--- config.mk ---
export PLATFORM = sky130hd
export DESIGN_NAME = bitmap_run_allocator_unit
export DESIGN_NICKNAME = d
export VERILOG_FILES = /design/src/rtl/bra_pkg.sv /design/src/rtl/bra_ram.sv /design/src/rtl/bra_ctrl.sv /design/src/rtl/bra_dpath.sv /design/src/rtl/bitmap_run_allocator_unit.sv
export VERILOG_INCLUDE_DIRS = /design/src /design/src/rtl
export SDC_FILE = /design/constraint.sdc
export NUM_CORES = 2
export LEC_CHECK = 0
export CELL_PAD_IN_SITES_DETAIL_PLACEMENT = 1
export CELL_PAD_IN_SITES_GLOBAL_PLACEMENT = 1
export CORE_ASPECT_RATIO = 1.75
export CORE_MARGIN = 2
export CORE_UTILIZATION = 49
export CTS_BUF_LIST = sky130_fd_sc_hd__clkbuf_16
export CTS_CLUSTER_DIAMETER = 30
export CTS_CLUSTER_SIZE = 24
export DETAILED_ROUTE_END_ITERATION = 8
export DONT_BUFFER_PORTS = 1
export GPL_TIMING_DRIVEN = 0
export PLACE_DENSITY = 0.87
export RECOVER_POWER = 50
export SLEW_MARGIN = 10
export SYNTH_ARGS = -nofsm -noshare
export SYNTH_HDL_FRONTEND = slang
export SYNTH_SLANG_ARGS = --single-unit
--- constraint.sdc ---
create_clock -name i_clk -period 13.44 [get_ports i_clk]
set_clock_uncertainty 0.1 [all_clocks]
set_input_delay 0.672 -clock i_clk [delete_from_list [all_inputs] [get_ports i_clk]]
set_output_delay 0.672 -clock i_clk [all_outputs]
set_load 0.03 [all_outputs]
--- src/rtl/bitmap_run_allocator_unit_macros.svh ---
// Assertion helpers for the asserting top-level file.
`ifndef BITMAP_RUN_ALLOCATOR_UNIT_MACROS_SVH
`define BITMAP_RUN_ALLOCATOR_UNIT_MACROS_SVH

// Same-cycle implication, checked out of reset.
`define BRA_ASSERT_IMP(lbl, ante, cons, msg) \
    lbl: assert property (@(posedge i_clk) disable iff (!i_rst_n) (ante) |-> (cons)) \
        else $error(msg);

// Next-cycle implication, checked out of reset.
`define BRA_ASSERT_NXT(lbl, ante, cons, msg) \
    lbl: assert property (@(posedge i_clk) disable iff (!i_rst_n) (ante) |=> (cons)) \
        else $error(msg);

`endif

--- src/rtl/bra_pkg.sv ---
package bra_pkg;

    localparam logic [1:0] OP_CLEAR = 2'd0;
    localparam logic [1:0] OP_TEST  = 2'd1;
    localparam logic [1:0] OP_WRITE = 2'd2;
    localparam logic [1:0] OP_FIND  = 2'd3;

    localparam logic       REG_BYTES_IN_USE = 1'b0;
    localparam logic [7:0] BYTES_RESET      = 8'd128;

    typedef struct packed {
        logic [1:0]  op;
        logic [9:0]  unit_idx;
        logic        bit_value;
        logic [10:0] run_length;
    } t_in;

    typedef struct packed {
        logic       bit_used;
        logic       found;
        logic [9:0] run_start;
        logic       index_error;
    } t_out;

    typedef struct packed {
        logic load;
        logic sweep;
        logic rd_idx;
        logic wr_idx;
        logic find_rd;
        logic scan;
        logic finish;
    } t_cmd;

    typedef struct packed {
        logic [1:0] op;
        logic       nbytes_zero;
        logic       in_range;
        logic       find_ok;
        logic       last_used;
        logic       last_max;
        logic       eval_last;
        logic       hit;
    } t_status;

endpackage

--- src/rtl/bra_ram.sv ---
module bra_ram #(
    parameter int WIDTH = 8,
    parameter int DEPTH = 128
) (
    input  logic                                 i_clk,
    input  logic                                 i_we,
    input  logic [(DEPTH > 1 ? $clog2(DEPTH) : 1)-1:0] i_waddr,
    input  logic [WIDTH-1:0]                     i_wdata,
    input  logic [(DEPTH > 1 ? $clog2(DEPTH) : 1)-1:0] i_raddr,
    output logic [WIDTH-1:0]                     o_rdata
);

    logic [WIDTH-1:0] r_mem [DEPTH];
    logic [WIDTH-1:0] r_rdata;

    always_ff @(posedge i_clk) begin
        if (i_we) begin
            r_mem[i_waddr] <= i_wdata;
        end
        r_rdata <= r_mem[i_raddr];
    end

    assign o_rdata = r_rdata;

endmodule

--- src/rtl/bra_ctrl.sv ---
module bra_ctrl (
    input  logic             i_clk,
    input  logic             i_rst_n,
    input  logic             i_start,
    input  bra_pkg::t_status i_status,
    output bra_pkg::t_cmd    o_cmd,
    output logic             o_busy
);

    localparam logic [2:0] S_INIT   = 3'd0;
    localparam logic [2:0] S_IDLE   = 3'd1;
    localparam logic [2:0] S_DECODE = 3'd2;
    localparam logic [2:0] S_TEST   = 3'd3;
    localparam logic [2:0] S_WRITE  = 3'd4;
    localparam logic [2:0] S_CLEAR  = 3'd5;
    localparam logic [2:0] S_FIND   = 3'd6;

    logic [2:0] r_state;
    logic [2:0] n_state;

    always_ff @(posedge i_clk) begin
        if (!i_rst_n) begin
            r_state <= S_INIT;
        end else begin
            r_state <= n_state;
        end
    end

    always_comb begin
        n_state = r_state;
        o_cmd   = '0;
        case (r_state)
            S_INIT: begin
                // zero the whole store once after reset
                o_cmd.sweep = 1'b1;
                if (i_status.last_max) begin
                    n_state = S_IDLE;
                end
            end
            S_IDLE: begin
                if (i_start) begin
                    o_cmd.load = 1'b1;
                    n_state    = S_DECODE;
                end
            end
            S_DECODE: begin
                case (i_status.op)
                    bra_pkg::OP_CLEAR: begin
                        if (i_status.nbytes_zero) begin
                            o_cmd.finish = 1'b1;
                            n_state      = S_IDLE;
                        end else begin
                            n_state = S_CLEAR;
                        end
                    end
                    bra_pkg::OP_TEST: begin
                        if (i_status.in_range) begin
                            o_cmd.rd_idx = 1'b1;
                            n_state      = S_TEST;
                        end else begin
                            o_cmd.finish = 1'b1;
                            n_state      = S_IDLE;
                        end
                    end
                    bra_pkg::OP_WRITE: begin
                        if (i_status.in_range) begin
                            o_cmd.rd_idx = 1'b1;
                            n_state      = S_WRITE;
                        end else begin
                            o_cmd.finish = 1'b1;
                            n_state      = S_IDLE;
                        end
                    end
                    bra_pkg::OP_FIND: begin
                        if (i_status.find_ok) begin
                            o_cmd.find_rd = 1'b1;
                            n_state       = S_FIND;
                        end else begin
                            o_cmd.finish = 1'b1;
                            n_state      = S_IDLE;
                        end
                    end
                    default: begin
                        o_cmd.finish = 1'b1;
                        n_state      = S_IDLE;
                    end
                endcase
            end
            S_TEST: begin
                o_cmd.finish = 1'b1;
                n_state      = S_IDLE;
            end
            S_WRITE: begin
                o_cmd.wr_idx = 1'b1;
                o_cmd.finish = 1'b1;
                n_state      = S_IDLE;
            end
            S_CLEAR: begin
                o_cmd.sweep = 1'b1;
                if (i_status.last_used) begin
                    o_cmd.finish = 1'b1;
                    n_state      = S_IDLE;
                end
            end
            S_FIND: begin
                // evaluate the byte read last cycle, fetch the next one
                o_cmd.scan    = 1'b1;
                o_cmd.find_rd = 1'b1;
                if (i_status.hit || i_status.eval_last) begin
                    o_cmd.finish = 1'b1;
                    n_state      = S_IDLE;
                end
            end
            default: begin
                n_state = S_IDLE;
            end
        endcase
    end

    assign o_busy = (r_state != S_IDLE);

endmodule

--- src/rtl/bra_dpath.sv ---
module bra_dpath #(
    parameter int MAX_BYTES = 128
) (
    input  logic             i_clk,
    input  logic             i_rst_n,
    input  bra_pkg::t_in     i_item,
    input  logic [7:0]       i_bytes_in_use,
    input  bra_pkg::t_cmd    i_cmd,
    output bra_pkg::t_status o_status,
    output logic             o_done,
    output bra_pkg::t_out    o_result
);

    localparam int AW  = (MAX_BYTES > 1) ? $clog2(MAX_BYTES) : 1;
    localparam int NBW = $clog2(MAX_BYTES + 1);
    localparam int CW  = (NBW > 8) ? NBW : 8;
    localparam int UW  = NBW + 3;
    localparam int XW  = (UW > 11) ? UW : 11;

    bra_pkg::t_in  r_item;
    bra_pkg::t_out r_result;
    bra_pkg::t_out n_result;
    logic          r_done;
    logic [AW-1:0] r_addr;
    logic [AW-1:0] r_eval_byte;
    logic          r_eval_last;
    logic [10:0]   r_count;
    logic [9:0]    r_cand;

    logic [CW-1:0]  cfg_ext;
    logic [CW-1:0]  nbytes_sat;
    logic [NBW-1:0] nbytes;
    logic [UW-1:0]  units;
    logic           in_range;
    logic           find_ok;
    logic           last_used;
    logic [AW-1:0]  idx_byte;
    logic [7:0]     ram_q;
    logic [7:0]     ram_wdata;
    logic [7:0]     byte_mod;
    logic [AW-1:0]  ram_waddr;
    logic [AW-1:0]  ram_raddr;
    logic           ram_we;

    logic [10:0]    scan_cnt;
    logic [9:0]     scan_cand;
    logic           scan_hit;
    logic [9:0]     scan_start;

    // saturate the register to the store depth
    assign cfg_ext    = CW'(i_bytes_in_use);
    assign nbytes_sat = (cfg_ext > CW'(MAX_BYTES)) ? CW'(MAX_BYTES) : cfg_ext;
    assign nbytes     = NBW'(nbytes_sat);
    assign units      = {nbytes, 3'b000};

    assign in_range  = XW'(r_item.unit_idx) < XW'(units);
    assign find_ok   = (r_item.run_length != 11'd0) && (XW'(r_item.run_length) <= XW'(units));
    assign last_used = (NBW'(r_addr) + NBW'(1)) == nbytes;
    assign idx_byte  = AW'(r_item.unit_idx[9:3]);

    always_comb begin
        byte_mod = ram_q;
        byte_mod[r_item.unit_idx[2:0]] = r_item.bit_value;
    end

    assign ram_we    = i_cmd.sweep | i_cmd.wr_idx;
    assign ram_waddr = i_cmd.wr_idx ? idx_byte : r_addr;
    assign ram_wdata = i_cmd.wr_idx ? byte_mod : 8'd0;
    assign ram_raddr = i_cmd.rd_idx ? idx_byte : r_addr;

    bra_ram #(
        .WIDTH (8),
        .DEPTH (MAX_BYTES)
    ) u_ram (
        .i_clk   (i_clk),
        .i_we    (ram_we),
        .i_waddr (ram_waddr),
        .i_wdata (ram_wdata),
        .i_raddr (ram_raddr),
        .o_rdata (ram_q)
    );

    // walk the eight units of one byte, carrying the free-run count
    always_comb begin
        logic [AW+2:0] unit;
        scan_cnt   = r_count;
        scan_cand  = r_cand;
        scan_hit   = 1'b0;
        scan_start = 10'd0;
        unit       = '0;
        for (int b = 0; b < 8; b++) begin
            unit = {r_eval_byte, 3'(b)};
            if (!scan_hit) begin
                if (ram_q[b]) begin
                    scan_cnt = 11'd0;
                end else begin
                    if (scan_cnt == 11'd0) begin
                        scan_cand = 10'(unit);
                    end
                    scan_cnt = scan_cnt + 11'd1;
                    if (scan_cnt == r_item.run_length) begin
                        scan_hit   = 1'b1;
                        scan_start = scan_cand;
                    end
                end
            end
        end
    end

    always_comb begin
        n_result.bit_used    = (r_item.op == bra_pkg::OP_TEST) && in_range
                               && ram_q[r_item.unit_idx[2:0]];
        n_result.found       = i_cmd.scan && scan_hit;
        n_result.run_start   = (i_cmd.scan && scan_hit) ? scan_start : 10'd0;
        n_result.index_error = ((r_item.op == bra_pkg::OP_TEST)
                                || (r_item.op == bra_pkg::OP_WRITE)) && !in_range;
    end

    always_ff @(posedge i_clk) begin
        if (!i_rst_n) begin
            r_addr <= '0;
            r_done <= 1'b0;
        end else begin
            r_done <= i_cmd.finish;
            if (i_cmd.load) begin
                r_addr <= '0;
            end else if (i_cmd.sweep) begin
                r_addr <= r_addr + AW'(1);
            end else if (i_cmd.find_rd && !last_used) begin
                r_addr <= r_addr + AW'(1);
            end
        end
    end

    always_ff @(posedge i_clk) begin
        if (i_cmd.load) begin
            r_item  <= i_item;
            r_count <= 11'd0;
            r_cand  <= 10'd0;
        end else if (i_cmd.scan) begin
            r_count <= scan_cnt;
            r_cand  <= scan_cand;
        end
        if (i_cmd.find_rd) begin
            r_eval_byte <= r_addr;
            r_eval_last <= last_used;
        end
        if (i_cmd.finish) begin
            r_result <= n_result;
        end
    end

    always_comb begin
        o_status.op          = r_item.op;
        o_status.nbytes_zero = (nbytes == '0);
        o_status.in_range    = in_range;
        o_status.find_ok     = find_ok;
        o_status.last_used   = last_used;
        o_status.last_max    = (r_addr == AW'(MAX_BYTES - 1));
        o_status.eval_last   = r_eval_last;
        o_status.hit         = scan_hit;
    end

    assign o_done   = r_done;
    assign o_result = r_result;

endmodule

--- src/rtl/bitmap_run_allocator_unit.sv ---
// Channel    Direction  Handshake                     Payload
// item       in         start high, busy low          i_item (op, index, value, length)
// result     out        o_done strobe, one cycle      o_result
// config     in/out     APB, write on access phase    pwdata[7:0] bytes_in_use
//
// Test and write in range read the indexed byte after decode and then finish; an item
// settled at decode (index out of range, nothing to clear, no run possible) finishes there;
// clear sweeps each managed byte in turn; find reads byte after byte until a run is found
// or the last managed byte is evaluated. The single read port of the bitmap store allows
// one byte per cycle. After reset the store is swept to zero with busy held high.
// The receiver cannot stall: each result is shown for exactly one cycle.
`include "bitmap_run_allocator_unit_macros.svh"

module bitmap_run_allocator_unit #(
    parameter int MAX_BYTES = 128
) (
    input  logic           i_clk,
    input  logic           i_rst_n,
    input  logic           start,
    input  bra_pkg::t_in   i_item,
    output logic           busy,
    output logic           o_done,
    output bra_pkg::t_out  o_result,
    input  logic           psel,
    input  logic           penable,
    input  logic           pwrite,
    input  logic [2:0]     paddr,
    input  logic [31:0]    pwdata,
    output logic [31:0]    prdata,
    output logic           pready
);

    logic             sel_bytes;
    logic [7:0]       r_bytes;
    bra_pkg::t_cmd    cmd;
    bra_pkg::t_status status;
    logic             cfg_wr;

    assign pready = 1'b1;
    assign cfg_wr = psel && penable && pwrite && pready;
    assign sel_bytes = (paddr[2] == bra_pkg::REG_BYTES_IN_USE);

    always_ff @(posedge i_clk) begin
        if (!i_rst_n) begin
            r_bytes <= bra_pkg::BYTES_RESET;
        end else if (cfg_wr && sel_bytes) begin
            r_bytes <= pwdata[7:0];
        end
    end

    assign prdata = sel_bytes ? {24'd0, r_bytes} : 32'd0;

    bra_ctrl u_ctrl (
        .i_clk    (i_clk),
        .i_rst_n  (i_rst_n),
        .i_start  (start),
        .i_status (status),
        .o_cmd    (cmd),
        .o_busy   (busy)
    );

    bra_dpath #(
        .MAX_BYTES (MAX_BYTES)
    ) u_dpath (
        .i_clk          (i_clk),
        .i_rst_n        (i_rst_n),
        .i_item         (i_item),
        .i_bytes_in_use (r_bytes),
        .i_cmd          (cmd),
        .o_status       (status),
        .o_done         (o_done),
        .o_result       (o_result)
    );

    `BRA_ASSERT_IMP(a_done_after_busy, o_done, $past(busy), "result strobe without work in hand")
    `BRA_ASSERT_NXT(a_accept_goes_busy, start && !busy, busy, "accepted item did not raise busy")
    `BRA_ASSERT_IMP(a_no_start_when_missed, o_done && !o_result.found,
                    o_result.run_start == 10'd0, "run start set without a run found")
    `BRA_ASSERT_IMP(a_found_clean, o_done && o_result.found,
                    !o_result.index_error && !o_result.bit_used, "find result mixed with test fields")

endmodule

== Word-level counts from Yosys, hierarchy flattened ==
Memories as Yosys holds them, arrays and structs flattened. A register that Yosys moved wholly into a read port is not among the register bits.
Index checks and enable logic that the tools add are counted.
Word-level totals
  register bits after elaboration: 85
  output and inout port bits: 48
  bits in writable memories: 1024
  logic and storage cells: 223
  bits of input ports: 65
  memories: 1
Cells by class
  equality and inequality tests: 24
  reduce and logical (&&, ||, !) cells: 32
  mux-type cells: 132
  $lt $le $gt $ge: 5
  bitwise operators: 3
  $add $sub $neg: 10
Memories
  u_dpath.u_ram.r_mem: depth 128, bits a word 8, read ports 1, clocked after memory_dff 1, wr ports 1, RTL line bra_ram.sv:13  | logic [WIDTH-1:0] r_mem [DEPTH];
Operators with widths (number)
  two-way mux 10 bit: 52
  two-way mux 11 bit: 15
  adder 11 x 1 -> 11 bit (second input constant): 8
  equality test 11 bit: 8
  zero test 11 bit: 8
  two-way mux 1 bit: 42
  two-way mux 7 bit: 4
  two-way mux 8 bit: 3
  two-way mux 3 bit: 7
  case mux 3 bit (5 select lines): 1
  case mux 3 bit (4 select lines): 1
  <= comparator 11 bit: 1
  < comparator 10 x 11 -> 1 bit: 1
  nonzero test 11 bit: 1
  logical AND 1 bit: 10
  equality test 3 bit (second input constant): 3
  adder 7 x 1 -> 8 bit (second input constant): 1
  bitwise mux 8 bit: 1
  equality test 8 bit: 1
  greater-than comparator 8 bit (second input constant): 1
  zero test 8 bit: 1
  OR reduction 2 bit: 4
  adder 7 x 1 -> 7 bit (second input constant): 1
  equality test 7 bit (second input constant): 1
  other kinds (23): 30

== Depth between registers and ports, before layout ==
  depth in word-level cells: 31
  mapped depth: 56

== Hierarchy ==
Synthesis repeated with hierarchy kept, for this count alone.
Second synthesis, totals
  cell total of the unflattened synthesis: 3352
  area, all modules: 52552.9 um^2
Modules (own cells, without submodules)
  bra_ram: times used 1, seq. area each 30909.6 um^2, area each 39665.5 um^2, cells each 1635
  bra_dpath: times used 1, seq. area each 1931.9 um^2, area each 11860.1 um^2, cells each 1591
  bitmap_run_allocator_unit: times used 1, seq. area each 160.2 um^2, area each 595.6 um^2, cells each 70
  bra_ctrl: times used 1, seq. area each 60.1 um^2, area each 431.7 um^2, cells each 56

== Least setup slack after synthesis ==
No wires, ideal clock.
  path type: reg2reg
  start: register u_dpath.r_count[0]
  end: register u_dpath.r_result, in the netlist u_dpath.o_result[0], enable pin
  library setup time: 404 ps
  arrival time: 12143 ps
  path buffers: 10
  required time: 12936 ps
  cell stages (with the launch flop): 54
  path slack: 793 ps
  period minus slack after synthesis: 12647 ps
  cell sequence: dfxtp_1 buf_4 buf_6 inv_1 ha_1 xor2_1 nor3_1 nand4_1 a2111oi_2 and3_1 clkbuf_1 buf_1 a21oi_1 inv_1 ha_1 buf_2 inv_1 nor4_2 (+18 left out) nor4bb_1 nand3b_1 nand2_1 clkbuf_1 nor2_1 a21oi_1 ha_1 nand2_1 nor3_1 o22a_1 nand2_1 xnor2_1 nor3_1 nand4b_1 or2_1 buf_4 and4b_1 o31ai_1
RTL lines
  start, declared: RTL line bra_dpath.sv:27  | logic [10:0] r_count;
  start signal, assigned: RTL line bra_dpath.sv:141  | r_count <= scan_cnt;
  end signal, assigned: RTL line bra_dpath.sv:149  | r_result <= n_result;
  end, declared: RTL line bra_dpath.sv:21  | bra_pkg::t_out r_result;

==> qor.csv <==
metric,value,unit
status,finished with violations,
failed_checks,"capacitance limit, slew limit",
cts_num_sinks,1117,
wl,201,mm
max_freq,75.9,MHz
synth_top_area_cell,edfxtp_1,
gp_congestion,1.01,
synthArstFlopShare,0,%
setup_violations,0,
die_h,442,um
cts_buffer_depth,3,
port_buffers,0,
cp-end-kind,register,
clkLatencyLatePin,0.76,ns
avgSynthCellArea,14.1,um2
critPathKind,register to register,
dieArea,112000,um2
drv_cap,30,
crit_path_start_kind,register,
fin_hold_ws,0.234,ns
antenna_left,0,
syn_inst,3810,
p_per_area,173,nW/um2
use_met3,9.10,%
synth_common_cells,"edfxtp_1 (1069), nor2_1 (305), nand2_1 (303), mux4_2 (256), clkbuf_1 (162)",
avgViaCountPerCell,6.93,
ios,113,
drt_iter0_markers,4219,
start_util,49.4,%
fin_crit,13.18,ns
grt_util_met1,37.2,%
htree_num_levels,3,
maxSlewViolCount,1051,
final_hold_viol_count,0,
drive_gt1_share,17.7,%
synth.area.top_cells,"edfxtp_1 (60%), mux4_2 (11%), nor2_1 (2.1%)",
cts_tree,yes,
grt_pass1_vias,40400,
fillers,10400,
first_pass_iters,8,
core_area,109000,um2
final_net_count,4142,
grt_overflow,0,
cp_slowest_cell,a2111oi_2,
synth_ff_type,edfxtp_1,
p_leak,0.0178,uW
die_w,254,um
track_usage,36.3,%
grt_start_max_net_pins,45,
synth-seq-cells,1117,
synth.yosys.seq_area_share,61.6,%
synth_area,53700,um2
root_buffer,clkbuf_16,
vias,38900,
arrival,13.53,ns
peakVddDrop,139,uV
hold_path.class,input pin to register,
drc,0,
syn2layout_area_growth,13.6,%
ys_types,115,
clk_pin_slew,0.07,ns
max_slew_margin,-47.9,%
antenna_found_initial,9,
cp_max_fo,12,
wl_per_cell,35.9,um
grt_pass1_wl,291,mm
top_usage_layer,met2,
yosysWarnings,0,
totalPowerFinal,10600,uW
yosysTopAreaCellShare,59.8,%
synth-edff-count,1069,
met2_usage,60.8,%
worst_slew_pin_slew,2.22,ns
cts_buffers,118,
required,13.79,ns
critPathMaxStageDelay,0.73,ns
rows,160,
period_share,98.1,%
hpwl,138,mm
synth.most_common_cell,edfxtp_1,
placed cells by master, fill, tap and decap left out, drive strengths merged, types with 94 or more instances in the layout:
master / netlist / final
a211oi: 122 / 122
a21oi: 133 / 133
buf: 106 / 138
clkbuf: 163 / 311
edfxtp: 1069 / 1069
inv: 51 / 94
mux4: 256 / 256
nand2: 306 / 306
nor2: 309 / 309
o21ai: 124 / 124
layer usage:
layer / vias up / routed length, um
met2: 2784 / 99800
met5: - / 39
li1: 15600 / -
met3: 1110 / 17400
met1: 19500 / 60700
met4: 6 / 23600
power breakdown:
| part | internal [uW] | switching, uW | total, uW |
|---|---|---|---|
| clock | 1900 | 1600 | 3500 |
| combinational | 991 | 2200 | 3190 |
| sequential | 3820 | 52.9 | 3870 |
| total | 6700 | 3850 | 10600 |
cell type report:
cell class	count	area, um2	share of cell area (%)
antenna	8	20.0	0.0328
buffer	268	1270	2.09
inverter	57	223	0.365
timing repair buffer	90	678	1.11
clock inverter	102	1120	1.84
multi-input combinational	2390	19700	32.3
sequential	1117	33100	54.2
tap	1458	1820	2.99
clock buffer	123	3080	5.05
flip-flops by register name, summed over array words and instances, names as in the netlist:
name                   flops
u_dpath.r_cand            10
u_dpath.o_done             1
u_dpath.o_status           2
u_dpath.r_item            15
u_dpath.o_result          13
u_dpath.idx_byte           7
u_dpath.u_ram.r_mem     1024
u_dpath.u_ram.o_rdata      8
u_dpath.r_eval_byte        7
u_dpath.r_count           11
u_ctrl.r_state             3
r_bytes                    8
u_dpath.r_eval_last        1
u_dpath.r_addr             7
critical path: cells and delay by family (launching register included):
| family | cells | cell delay [ns] |
|---|---|---|
| fa+ha+maj | 5 | 1.47 |
| compound gates | 12 | 3.69 |
| flops | 1 | 0.43 |
| mux | 3 | 0.96 |
| simple gates | 15 | 3.08 |
| buf+inv | 13 | 2.22 |
| xor+xnor | 5 | 0.87 |
what timing repair did:
action / in CTS / in global routing
hold buffers: 32 / 0
gates resized for setup: 57 / 45
endpoints found under the hold margin: 32 / 0
setup endpoints to repair: 49 / 49
pin swaps: 11 / 12
setup buffers: 18 / 9
through the flow:
stage                     utilization [%]  instance area, um2  setup WS, ns  TNS (ns)  cells
final                                56.1               61000         0.258         0   5613
after global routing                 56.1               60900       -0.0252    -0.305   5606
after CTS                            56.3               61200        0.0121         0   5595
after detailed placement             51.8               56300         -3.54   -126.34   5321
after global placement               51.1               55600         -4.53   -137.80   5291
after floorplan                         -               53800         0.793         0   3833
worst paths after layout:
kind                              startpoint                           endpoint  slack (ns)  cells past startpoint
max          u_dpath.r_count[0]$_SDFFE_PP0P_  u_dpath.o_result[8]$_SDFFCE_PN0P_        0.26                     53
min                                  i_rst_n            r_bytes[7]$_SDFFE_PN1P_        0.23                      2
max reg2reg  u_dpath.r_count[0]$_SDFFE_PP0P_  u_dpath.o_result[8]$_SDFFCE_PN0P_        0.26                     53
min reg2reg   u_dpath.r_addr[6]$_SDFFE_PP0P_   u_dpath.r_eval_byte[6]$_DFFE_PP_        0.36                      0
kinds of logic after synthesis:
family,share of synthesized area [%]
buffers and inverters,2.72
other,0.0140
AOI/OAI and AO/OA,10.1
adders and majority gates,0.816
DFF,61.6
and+or+nand+nor,10.9
muxes,11.9
xor gates and xnor gates,2.00
Power figures use the tool's default switching activity.
